## src/design/ascii_unsigned_number_parser_core_defines.svh

```systemverilog
// Assertion macros shared by the ASCII unsigned number parser RTL.
`ifndef ASCII_UNSIGNED_NUMBER_PARSER_CORE_DEFINES_SVH
`define ASCII_UNSIGNED_NUMBER_PARSER_CORE_DEFINES_SVH

// The consequent must hold in the same cycle as the antecedent.
`define ANUP_ASSERT_SAME(label, clk, rst, ante, cons, msg) \
   label: assert property (@(posedge clk) disable iff (rst) (ante) |-> (cons)) \
      else $error(msg);

// The consequent must hold in the cycle after the antecedent.
`define ANUP_ASSERT_NEXT(label, clk, rst, ante, cons, msg) \
   label: assert property (@(posedge clk) disable iff (rst) (ante) |=> (cons)) \
      else $error(msg);

`endif

```

## src/design/anup_pkg.sv

```systemverilog
// Types, codes and helper functions of the ASCII unsigned number parser.
`timescale 1ns / 1ps

package anup_pkg;

   localparam int unsigned DATA_WIDTH = 64;
   localparam int unsigned CHAR_WIDTH = 8;
   localparam int unsigned STATUS_WIDTH = 2;
   localparam int unsigned KW_WIDTH = 3;

   localparam logic [STATUS_WIDTH-1:0] ST_ACCEPT = 2'd0;
   localparam logic [STATUS_WIDTH-1:0] ST_REJECT = 2'd1;
   localparam logic [STATUS_WIDTH-1:0] ST_RANDOM = 2'd2;

   localparam logic [0:0] REG_MIN_VALUE = 1'b0;
   localparam logic [0:0] REG_MAX_VALUE = 1'b1;

   localparam logic [KW_WIDTH-1:0] KW_SHORT_LEN = 3'd4;
   localparam logic [KW_WIDTH-1:0] KW_LONG_LEN = 3'd6;

   typedef enum logic [4:0] {
      PH_SPACE  = 5'b00001,
      PH_ZERO   = 5'b00010,
      PH_PREFIX = 5'b00100,
      PH_DIGITS = 5'b01000,
      PH_JUNK   = 5'b10000
   } phase_type;

   typedef enum logic [1:0] {
      RX_DEC = 2'd0,
      RX_OCT = 2'd1,
      RX_HEX = 2'd2
   } radix_type;

   typedef struct packed {
      logic       valid;
      logic [3:0] value;
   } digit_type;

   function automatic logic [CHAR_WIDTH-1:0] kw_letter(input logic [KW_WIDTH-1:0] idx);
      logic [CHAR_WIDTH-1:0] letter;
      case (idx)
         3'd0:    letter = "r";
         3'd1:    letter = "a";
         3'd2:    letter = "n";
         3'd3:    letter = "d";
         3'd4:    letter = "o";
         3'd5:    letter = "m";
         default: letter = 8'd0;
      endcase
      return letter;
   endfunction

   function automatic digit_type hex_digit(input logic [CHAR_WIDTH-1:0] c);
      digit_type d;
      d.valid = 1'b1;
      d.value = 4'd0;
      if (c inside {["0":"9"]}) begin
         d.value = c[3:0];
      end else if (c inside {["a":"f"], ["A":"F"]}) begin
         d.value = 4'(c[2:0] + 3'd1) + 4'd8;
      end else begin
         d.valid = 1'b0;
      end
      return d;
   endfunction

   function automatic logic digit_in_radix(input digit_type d, input radix_type rx);
      logic ok;
      case (rx)
         RX_DEC:  ok = d.valid && (d.value <= 4'd9);
         RX_OCT:  ok = d.valid && (d.value <= 4'd7);
         RX_HEX:  ok = d.valid;
         default: ok = 1'b0;
      endcase
      return ok;
   endfunction

endpackage

```

## src/design/ascii_unsigned_number_parser_core.sv

```systemverilog
// Top level of the ASCII unsigned number parser with automatic base detection.
`timescale 1ns / 1ps

// The block takes one character per transaction and, on the zero byte, returns
// one result transaction with a status (accepted, rejected or random keyword)
// and the parsed value, zero unless accepted; other bytes return nothing. Each
// character waits in the input register, from which the parse logic, a single
// shift-and-add on the accumulator, updates the parse state registers, so a
// character can be taken in every cycle while no zero byte is held back there,
// and the result of a string is loaded into the output register as its zero byte
// leaves the input register. A zero byte waits in the input register only while
// an earlier result still sits unclaimed in the output register. The limits may
// be written only while no string is in flight.
`include "ascii_unsigned_number_parser_core_defines.svh"

module ascii_unsigned_number_parser_core #(
   parameter int unsigned VALUE_WIDTH = 64
) (
   input  logic                                 clock,
   input  logic                                 reset,
   input  logic                                 req_valid,
   output logic                                 req_stall,
   input  logic [anup_pkg::CHAR_WIDTH-1:0]      req_char_code,
   output logic                                 rsp_valid,
   input  logic                                 rsp_stall,
   output logic [anup_pkg::STATUS_WIDTH-1:0]    rsp_status,
   output logic [anup_pkg::DATA_WIDTH-1:0]      rsp_value,
   input  logic                                 csr_write_enable,
   input  logic [0:0]                           csr_index,
   input  logic [anup_pkg::DATA_WIDTH-1:0]      csr_write_data
);

   import anup_pkg::*;

   localparam int unsigned SUM_WIDTH = VALUE_WIDTH + 4;

   logic                        s1_valid_ff, s1_valid_in;
   logic [CHAR_WIDTH-1:0]       s1_char_ff;
   logic                        s1_term;
   logic                        s1_go;
   logic                        s1_fire;
   logic                        req_accept;

   logic [DATA_WIDTH-1:0]       min_ff, max_ff;

   phase_type                   phase_ff, phase_in;
   radix_type                   radix_ff, radix_in;
   logic [VALUE_WIDTH-1:0]      acc_ff, acc_in;
   logic                        ovf_ff, ovf_in;
   logic                        sign_ff, sign_in;
   logic                        junk_ff, junk_in;
   logic                        digit_seen_ff, digit_seen_in;
   logic [KW_WIDTH-1:0]         kw_prog_ff, kw_prog_in;
   logic                        kw_alive_ff, kw_alive_in;

   logic                        out_valid_ff, out_valid_in;
   logic [STATUS_WIDTH-1:0]     out_status_ff, out_status_in;
   logic [DATA_WIDTH-1:0]       out_value_ff, out_value_in;

   logic [CHAR_WIDTH-1:0]       lower_char;
   digit_type                   digit;
   radix_type                   acc_radix;
   logic [SUM_WIDTH-1:0]        acc_wide;
   logic [SUM_WIDTH-1:0]        acc_scaled;
   logic [SUM_WIDTH-1:0]        acc_sum;
   logic                        acc_ovf;
   logic [VALUE_WIDTH-1:0]      acc_new;
   logic [DATA_WIDTH-1:0]       acc_ext;

   // Input register: a zero byte may only leave it when the output register is free.
   assign s1_term    = (s1_char_ff == '0);
   assign s1_go      = !(s1_term && out_valid_ff && rsp_stall);
   assign s1_fire    = s1_valid_ff && s1_go;
   assign req_stall  = s1_valid_ff && !s1_go;
   assign req_accept = req_valid && !req_stall;

   always_comb begin
      s1_valid_in = s1_valid_ff;
      if (req_accept) begin
         s1_valid_in = 1'b1;
      end else if (s1_go) begin
         s1_valid_in = 1'b0;
      end
   end

   always_ff @(posedge clock) begin
      if (reset) begin
         s1_valid_ff <= 1'b0;
      end else begin
         s1_valid_ff <= s1_valid_in;
      end
      if (req_accept) begin
         s1_char_ff <= req_char_code;
      end
   end

   always_ff @(posedge clock) begin
      if (reset) begin
         min_ff <= '0;
         max_ff <= '1;
      end else if (csr_write_enable) begin
         case (csr_index)
            REG_MIN_VALUE: min_ff <= csr_write_data;
            REG_MAX_VALUE: max_ff <= csr_write_data;
            default:       ;
         endcase
      end
   end

   // Digit decode and one multiply-by-base step built from shifts and adds.
   assign lower_char = (s1_char_ff inside {["A":"Z"]}) ? s1_char_ff + 8'd32 : s1_char_ff;
   assign digit      = hex_digit(s1_char_ff);

   always_comb begin
      case (phase_ff)
         PH_SPACE:  acc_radix = RX_DEC;
         PH_PREFIX: acc_radix = RX_HEX;
         default:   acc_radix = radix_ff;
      endcase
   end

   assign acc_wide = SUM_WIDTH'(acc_ff);

   always_comb begin
      case (acc_radix)
         RX_OCT:  acc_scaled = acc_wide << 3;
         RX_HEX:  acc_scaled = acc_wide << 4;
         default: acc_scaled = (acc_wide << 3) + (acc_wide << 1);
      endcase
   end

   assign acc_sum = acc_scaled + SUM_WIDTH'(digit.value);
   assign acc_ovf = ovf_ff || (acc_sum[SUM_WIDTH-1:VALUE_WIDTH] != '0);
   assign acc_new = acc_ovf ? '1 : acc_sum[VALUE_WIDTH-1:0];
   assign acc_ext = DATA_WIDTH'(acc_ff);

   always_comb begin
      phase_in      = phase_ff;
      radix_in      = radix_ff;
      acc_in        = acc_ff;
      ovf_in        = ovf_ff;
      sign_in       = sign_ff;
      junk_in       = junk_ff;
      digit_seen_in = digit_seen_ff;
      kw_prog_in    = kw_prog_ff;
      kw_alive_in   = kw_alive_ff;
      if (s1_fire && s1_term) begin
         phase_in      = PH_SPACE;
         radix_in      = RX_DEC;
         acc_in        = '0;
         ovf_in        = 1'b0;
         sign_in       = 1'b0;
         junk_in       = 1'b0;
         digit_seen_in = 1'b0;
         kw_prog_in    = '0;
         kw_alive_in   = 1'b1;
      end else if (s1_fire) begin
         if (kw_alive_ff) begin
            if ((kw_prog_ff < KW_LONG_LEN) && (lower_char == kw_letter(kw_prog_ff))) begin
               kw_prog_in = kw_prog_ff + 3'd1;
            end else begin
               kw_alive_in = 1'b0;
            end
         end
         if (s1_char_ff == "+" || s1_char_ff == "-") begin
            sign_in = 1'b1;
         end
         case (phase_ff)
            PH_SPACE: begin
               if (s1_char_ff == 8'd32 || s1_char_ff inside {[8'd9:8'd13]}) begin
                  phase_in = PH_SPACE;
               end else if (s1_char_ff == "0") begin
                  phase_in      = PH_ZERO;
                  radix_in      = RX_OCT;
                  acc_in        = '0;
                  digit_seen_in = 1'b1;
               end else if (s1_char_ff inside {["1":"9"]}) begin
                  phase_in      = PH_DIGITS;
                  radix_in      = RX_DEC;
                  acc_in        = acc_new;
                  ovf_in        = acc_ovf;
                  digit_seen_in = 1'b1;
               end else begin
                  phase_in = PH_JUNK;
                  junk_in  = 1'b1;
               end
            end
            PH_ZERO: begin
               if (s1_char_ff == "x" || s1_char_ff == "X") begin
                  phase_in = PH_PREFIX;
               end else if (s1_char_ff inside {["0":"7"]}) begin
                  phase_in      = PH_DIGITS;
                  acc_in        = acc_new;
                  ovf_in        = acc_ovf;
                  digit_seen_in = 1'b1;
               end else begin
                  phase_in = PH_JUNK;
                  junk_in  = 1'b1;
               end
            end
            PH_PREFIX: begin
               if (digit.valid) begin
                  phase_in      = PH_DIGITS;
                  radix_in      = RX_HEX;
                  acc_in        = acc_new;
                  ovf_in        = acc_ovf;
                  digit_seen_in = 1'b1;
               end else begin
                  phase_in = PH_JUNK;
                  junk_in  = 1'b1;
               end
            end
            PH_DIGITS: begin
               if (digit_in_radix(digit, radix_ff)) begin
                  acc_in        = acc_new;
                  ovf_in        = acc_ovf;
                  digit_seen_in = 1'b1;
               end else begin
                  phase_in = PH_JUNK;
                  junk_in  = 1'b1;
               end
            end
            default: begin
               phase_in = PH_JUNK;
               junk_in  = 1'b1;
            end
         endcase
      end
   end

   always_ff @(posedge clock) begin
      if (reset) begin
         phase_ff      <= PH_SPACE;
         radix_ff      <= RX_DEC;
         acc_ff        <= '0;
         ovf_ff        <= 1'b0;
         sign_ff       <= 1'b0;
         junk_ff       <= 1'b0;
         digit_seen_ff <= 1'b0;
         kw_prog_ff    <= '0;
         kw_alive_ff   <= 1'b1;
      end else begin
         phase_ff      <= phase_in;
         radix_ff      <= radix_in;
         acc_ff        <= acc_in;
         ovf_ff        <= ovf_in;
         sign_ff       <= sign_in;
         junk_ff       <= junk_in;
         digit_seen_ff <= digit_seen_in;
         kw_prog_ff    <= kw_prog_in;
         kw_alive_ff   <= kw_alive_in;
      end
   end

   // Verdict on the zero byte, taken from the state the string has left.
   always_comb begin
      out_status_in = ST_REJECT;
      out_value_in  = '0;
      if (!sign_ff && kw_alive_ff &&
          (kw_prog_ff == KW_SHORT_LEN || kw_prog_ff == KW_LONG_LEN)) begin
         out_status_in = ST_RANDOM;
      end else if (!sign_ff && !ovf_ff && !junk_ff && digit_seen_ff &&
                   phase_ff != PH_PREFIX && phase_ff != PH_JUNK &&
                   acc_ext >= min_ff && acc_ext <= max_ff) begin
         out_status_in = ST_ACCEPT;
         out_value_in  = acc_ext;
      end
   end

   always_comb begin
      out_valid_in = out_valid_ff;
      if (s1_fire && s1_term) begin
         out_valid_in = 1'b1;
      end else if (!rsp_stall) begin
         out_valid_in = 1'b0;
      end
   end

   always_ff @(posedge clock) begin
      if (reset) begin
         out_valid_ff <= 1'b0;
      end else begin
         out_valid_ff <= out_valid_in;
      end
      if (s1_fire && s1_term) begin
         out_status_ff <= out_status_in;
         out_value_ff  <= out_value_in;
      end
   end

   assign rsp_valid  = out_valid_ff;
   assign rsp_status = out_status_ff;
   assign rsp_value  = out_value_ff;

   `ANUP_ASSERT_SAME(a_reject_value_zero, clock, reset,
      out_valid_ff && out_status_ff != ST_ACCEPT, out_value_ff == '0,
      "A rejected or keyword result carries a nonzero value.")
   `ANUP_ASSERT_SAME(a_accept_in_range, clock, reset,
      out_valid_ff && out_status_ff == ST_ACCEPT,
      out_value_ff >= min_ff && out_value_ff <= max_ff,
      "An accepted value lies outside the configured limits.")
   `ANUP_ASSERT_SAME(a_overflow_saturates, clock, reset,
      ovf_ff, acc_ff == '1,
      "The accumulator is not saturated after an overflow.")
   `ANUP_ASSERT_NEXT(a_term_clears_parse, clock, reset,
      s1_fire && s1_term,
      phase_ff == PH_SPACE && kw_alive_ff && !sign_ff && !digit_seen_ff && out_valid_ff,
      "The end of a string did not clear the parse state and post a result.")
   `ANUP_ASSERT_SAME(a_term_waits_for_output, clock, reset,
      req_stall, s1_valid_ff && s1_term && out_valid_ff,
      "The input side stalled without a terminator blocked by a full output.")

endmodule
```

## config.mk

```make
export PLATFORM = sky130hd
export DESIGN_NAME = ascii_unsigned_number_parser_core
export DESIGN_NICKNAME = d
export VERILOG_FILES = /design/src/design/anup_pkg.sv /design/src/design/ascii_unsigned_number_parser_core.sv
export VERILOG_INCLUDE_DIRS = /design/src /design/src/design
export SDC_FILE = /design/constraint.sdc
export NUM_CORES = 1
export LEC_CHECK = 0
export ABC_AREA = 1
export BUFFER_PORTS_ARGS = -buffer_cell sky130_fd_sc_hd__buf_2
export CORE_ASPECT_RATIO = 1.4
export CORE_MARGIN = 2
export CORE_UTILIZATION = 35
export DETAILED_ROUTE_END_ITERATION = 6
export PLACE_DENSITY = 0.55
export SLEW_MARGIN = 20
export SYNTH_ARGS = -nofsm -noshare
export SYNTH_HDL_FRONTEND = slang
export SYNTH_SLANG_ARGS = --single-unit
```

## constraint.sdc

```tcl
create_clock -name clock -period 8.7 [get_ports clock]
set_clock_uncertainty 0.1 [all_clocks]
set_input_delay 1.74 -clock clock [delete_from_list [all_inputs] [get_ports clock]]
set_output_delay 1.74 -clock clock [all_outputs]
set_load 0.05 [all_outputs]
```

Word-level counts from Yosys, hierarchy flattened
Cells that the tools add are included.

storage, ports and cells
  register bits after elaboration = 283
  output and inout port bits = 68
  input port bits = 78

operators by class
  $lt $le $gt $ge = 16
  reduce and logical (&&, ||, !) cells = 53
  bitwise gates (word level) = 2
  add/subtract/negate cells = 6
  mux-type cells = 68
  eq/ne operators = 37

operator list
  operator            number
  $mux 64             8
  $pmux 64 s4         1
  $pmux 68 s2         1
  $add 67x65->68      1
  $add 68x4->68       1
  $ge 64x64->1        1
  $le 64x64->1        1
  $pmux 7 s6          1
  $mux 5              7
  $mux 1              33
  $eq 8x6->1 const B  4
  $mux 8              4
  $logic_and 1x1->1   25
  $le 8x7->1 const B  3
  $ne 2x2->1 const B  12
  $pmux 5 s4          1
  $eq 8x7->1 const B  2
  $ge 8x6->1 const B  2
  $ge 8x7->1 const B  2
  $le 8x6->1 const B  2
  $reduce_and 8->1    2
  $pmux 1 s4          3
  $eq 3x3->1 const B  3
  $reduce_and 9->1    1
  38 further kinds    61

Longest topological paths before layout
  word-level depth = 13
  depth in mapped cells = 38

Worst setup path after synthesis
No wires, ideal clock.

  kind = flip-flop to flip-flop
  from = register phase_ff[3]
  to = register acc_ff[28], in the netlist acc_ext[28]
  path slack = 3,425 ps
  setup time = 143 ps
  cell stages (with the launch flop) = 36
  arrival time = 5,031 ps
  cell sequence = dfxtp_1 > nor2_1 > inv_1 > nor4_1 > inv_1 > a21oi_1 > inv_1 > ha_1 > buf_6 > buf_4 > buf_2 > buf_2 > buf_1 > o31ai_1 > ha_1 > nand3_1 > nand3_1 > nand2_1 > nor2_1 > nand2_1 > nor2_2 > nand2_2 > nor2_8 > nand3_2 > nor2_2 > nand2_2 > nor2_4 > nand3_4 > o21ai_1 > nand3_1 > nor2_4 > buf_12 > buf_12 > nand3_2 > nand2_2 > a21oi_2

between the ends
  cells in the longest elaborated chain, start to end = 12
  elaborated cells on any way between the ends = 28
  those cells by class = add/sub (1); eq/ne (12); mux (11); reduce/logical (4)

ends and longest elaborated chain
  what                                             line                                                                                text
  from (decl)                                      ascii_unsigned_number_parser_core.sv:46                                             phase_type phase_ff, phase_in;
  from (signal assigned)                           ascii_unsigned_number_parser_core.sv:243                                            phase_ff <= phase_in;
  $eq 5x3->1 / $eq 5x1->1 (equally long branches)  ascii_unsigned_number_parser_core.sv:115, ascii_unsigned_number_parser_core.sv:168
  $pmux 2 s2                                       ascii_unsigned_number_parser_core.sv:115                                            case (phase_ff)
  $eq 2x2->1 / $eq 2x1->1 (equally long branches)  ascii_unsigned_number_parser_core.sv:125                                            case (acc_radix)
  $pmux 68 s2                                      ascii_unsigned_number_parser_core.sv:125
  $add 68x4->68                                    ascii_unsigned_number_parser_core.sv:132                                            assign acc_sum = acc_scaled + SUM_WIDTH'(digit.value);
  $reduce_bool 4->1                                ascii_unsigned_number_parser_core.sv:133                                            assign acc_ovf = ovf_ff || (acc_sum[SUM_WIDTH-1:VALUE_WIDTH] != '0);
  $logic_or 1x1->1                                 ascii_unsigned_number_parser_core.sv:133
  $mux 64                                          ascii_unsigned_number_parser_core.sv:134                                            assign acc_new = acc_ovf ? '1 : acc_sum[VALUE_WIDTH-1:0];
  $mux 64                                          ascii_unsigned_number_parser_core.sv:177                                            end else if (s1_char_ff inside {["1":"9"]}) begin
  $mux 64                                          ascii_unsigned_number_parser_core.sv:172                                            end else if (s1_char_ff == "0") begin
  $mux 64                                          ascii_unsigned_number_parser_core.sv:170                                            if (s1_char_ff == 8'd32 || s1_char_ff inside {[8'd9:8'd13]}) begin
  $pmux 64 s4                                      ascii_unsigned_number_parser_core.sv:168                                            case (phase_ff)
  to (signal assigned)                             ascii_unsigned_number_parser_core.sv:245                                            acc_ff <= acc_in;
  to (decl)                                        ascii_unsigned_number_parser_core.sv:48                                             logic [VALUE_WIDTH-1:0] acc_ff, acc_in;

Several ways; a longest one is shown, not always the timed one. The select of a mux whose other input is x is not followed.
A chain may end at the register's enable or synchronous reset.

Worst setup path after layout
  from = register phase_ff[3]
  to = register acc_ff[3], in the netlist acc_ext[3]

Same word-level chain as after synthesis.

==> summary.md <==
| Metric | Value |
|---|---|
| Status | completed |
| Synth Area in Adders | 0.108 |
| Number of max-cap violations | 0 |
| Largest family of logic cells by synthesized area | simple AND/OR/NAND/NOR gates |
| Grt ovf | 0 |
| WL final | 85200 um |
| R2R setup slack | 1.86 ns |
| Clk slew on worst S/H paths | 0.06 ns |
| Worst Setup Start Kind | flop |
| Vias in the first global route | 22.0k |
| Share of post-route cells with drive strength above 1 | 0.140 |
| Commonest cells after routing, fill and taps aside | 1012 x nand2_1, 641 x inv_1, 268 x nor2_1 |
| Die area | 71900 um2 |
| Clock buffer depth | 3 |
| CP Class | reg2reg |
| Critical R2R Capture | acc_ext[3]$_SDFFE_PP0P_ |
| Clk_lat worst skew | 0.61 ns |
| Global-route wire length before repair | 130000 um |
| Final period util | 0.786 |
| Worst setup path startpoint | phase_ff[3]$_SDFFE_PP0P_ |
| Net Sw Power | 0.967 mW |
| Power share of the combinational group | 0.160 |
| Drc violations | 0 |
| Worst slack at placement | 1.90 ns |
| Total negative slack | 0 ns |
| Post_cts resized | 0 |
| Port Buffers | 145 |
| Post-CTS Hold Fix Bufs | 0 |
| Mapped Area | 24400 um2 |
| Final hold vios | 0 |
| Total leakage power | 13.3 nW |
| Reg-to-reg critical path startpoint | phase_ff[3]$_SDFFE_PP0P_ |
| Total GRT Usage | 0.237 |
| Final setup viols | 0 |
| Worst min path class | reg2reg |
| Sequential Area | 6410 um2 |
| Slew Limit Fails | 0 |
| Max incr delay on CP | 0.89 ns |
| Area of the multi-input gates | 14800 um2 |
| CP Capture Point | acc_ext[3]$_SDFFE_PP0P_ |
| Largest net degree at the start of global routing | 101 |
| Syn_nets | 3951 |
| Internal power | 2.31 mW |
| I/O pin cnt | 146 |
| Seq cells post-synth | 283 |
| Top cells by area, synth | dfxtp_1 17%, nand2_1 16%, ha_1 11%, inv_1 9.9%, edfxtp_1 9.1% |
| CTS tree | done |
| Critical path data arrival time | 7.20 ns |
| RSZ-0062 raised after global routing | false |
| DRT Pass-1 Iters | 6 |
| Final setup margin | 1.86 ns |
| Fmax | 146 MHz |
| Worst slew pin tran | 1.06 ns |
| Number of DRC markers in iteration 0 | 1329 |
| Vert. Die Dim | 316 um |
| Slowest cell on crit path | ha_2 |
| Tmin final | 6.84 ns |
| Syn Inst Count | 3663 |
| Global placer's final weighted congestion | 1.01 |
| Rows | 114 |
| Most common cell after layout, fill and taps aside | nand2_1 |
| Via count | 23.1k |
| Compound-gate portion of the synthesized area | 0.137 |
| YS warnings | 0 |
| Syn avg cell area | 6.66 um2 |
| Final nets | 4032 |
| CTS buffer count | 31 |
| Data required, critical path | 9.06 ns |
| Synth area leader | dfxtp_1 |
| Total core area | 69000 um2 |
| Initial antenna violation count | 0 |
| Synth Area in XOR/XNOR | 0.0226 |
| R2R depth | 29 |
| Post-synthesis mux area share | 0 |
| H-tree depth | 1 |
| Initial Utilization | 0.354 |
| Unique masters post-synth | 60 |
| Switching part of the total | 0.295 |
| Setup Buffers After CTS | 0 |
| Fillers | 7678 |
| Sequential Power Share | 0.440 |
| DPL Wire Length | 69300 um |
| Synthesis-to-layout area growth | 9.56% |
| Die Width | 227 um |
| Root buf cell | clkbuf_16 |
| DRT antenna net count | 0 |
| Routed WL per cell | 18.1 um |
| Seq/Total Area, Yosys | 0.262 |
| DR vias/cell | 4.93 |
| Clock share of power | 0.400 |
| Relative slew slack | 0.292 |
| Simple-gate share of the synthesized area | 0.337 |
| Top cell type's share of synthesized area | 0.171 |
| VDD IR max | 0.123 mV |
| Setup crit end kind | flop |
| Ant. Diodes | 0 |
| CP max FO | 64 |
| CTS Sinks | 283 |
| PD cells | 122 nW/um2 |
[area by class of cell]
type                       count  share of cell area
timing repair buffer         159              0.0311
tap                          928              0.0434
clock inverter                13             0.00379
sequential                   283               0.240
inverter                     679              0.0956
multi-input combinational   2590               0.553
clock buffer                  45              0.0332
[through the flow]
stage / power (mW) / hold WS [ns] / std cells / area (um2) / util
6_report: 3.28 / 0.353 / 4697 / 26700 / 0.387
5_1_grt: 3.42 / 0.377 / 4697 / 26700 / 0.387
4_1_cts: 3.32 / 0.355 / 4697 / 26700 / 0.387
3_5_place_dp: 2.00 / 0.346 / 4639 / 25700 / 0.373
3_3_place_gp: 1.99 / 0.344 / 4639 / 25700 / 0.373
2_1_floorplan: 1.85 / 0.331 / 3663 / 24400 / -
[synthesized netlist by cell type (all sizes together)]
| cell type | instances |
|---|---|
| a211oi | 14 |
| a21oi | 246 |
| a221o | 2 |
| a221oi | 1 |
| a311oi | 1 |
| a31oi | 4 |
| a32oi | 1 |
| and2 | 5 |
| and3 | 6 |
| buf | 47 |
| clkbuf | 64 |
| clkinv | 3 |
| dfxtp | 209 |
| edfxtp | 74 |
| fa | 2 |
| ha | 208 |
| inv | 676 |
| nand2 | 1108 |
| nand3 | 257 |
| nand3b | 1 |
| nand4 | 47 |
| nor2 | 317 |
| nor3 | 37 |
| nor4 | 7 |
| nor4b | 1 |
| o2111ai | 5 |
| o211ai | 72 |
| o21a | 7 |
| o21ai | 99 |
| o21bai | 4 |
| o221ai | 55 |
| o22ai | 12 |
| o311ai | 2 |
| o31ai | 1 |
| or2 | 5 |
| xnor2 | 22 |
| xor2 | 41 |
[metal layers]
metal	vias up	track usage	share of wire
met5	-	0	0
met4	0	0.0964	0.046
met3	147	0.0184	0.034
met2	501	0.451	0.52
met1	10500	0.268	0.40
li1	11900	-	-
[how the worst min path moves through the flow]
stage | to | from | cells after the start
floorplan | digit_seen_ff$_SDFFE_PP0P_ | digit_seen_ff$_SDFFE_PP0P_ | 2
CTS | junk_ff$_SDFFE_PP0P_ | junk_ff$_SDFFE_PP0P_ | 2
global route | junk_ff$_SDFFE_PP0P_ | junk_ff$_SDFFE_PP0P_ | 2
finish | junk_ff$_SDFFE_PP0P_ | junk_ff$_SDFFE_PP0P_ | 2
detailed placement | junk_ff$_SDFFE_PP0P_ | junk_ff$_SDFFE_PP0P_ | 2
global placement | junk_ff$_SDFFE_PP0P_ | junk_ff$_SDFFE_PP0P_ | 2
[cell families after synthesis]
kind of cell	count (synthesis)
simple gates	1791
fa+ha+maj	210
xor+xnor	63
buf+inv	790
flops	283
compound gates	526
[registers in the layout, summed over array words and instances, names as in the netlist, 2 cells and up]
| signal | cells |
|---|---|
| radix_ff | 2 |
| acc_ext | 64 |
| s1_char_ff | 8 |
| max_ff | 64 |
| rsp_value | 64 |
| kw_prog_ff | 3 |
| rsp_status | 2 |
| min_ff | 64 |
| phase_ff | 5 |
[power groups by stage]
stage	Clock, mW	Combinational (mW)	Sequential [mW]
CTS	1.35	0.529	1.44
floorplan	0	0.405	1.45
finish	1.31	0.525	1.44
detailed placement	0	0.526	1.47
global route	1.39	0.588	1.45
global placement	0	0.522	1.47
[critical path: cells and delay by family, from the launching register on]
| kind | cells | cell delay [ns] |
|---|---|---|
| AO/OA/AOI/OAI | 4 | 0.56 |
| adder cells (fa/ha/maj) | 1 | 0.89 |
| buffers and inverters | 6 | 1.32 |
| flip-flops | 1 | 0.33 |
| AND/OR/NAND/NOR | 18 | 3.43 |
No activity file was read; power rests on OpenSTA's default activity.
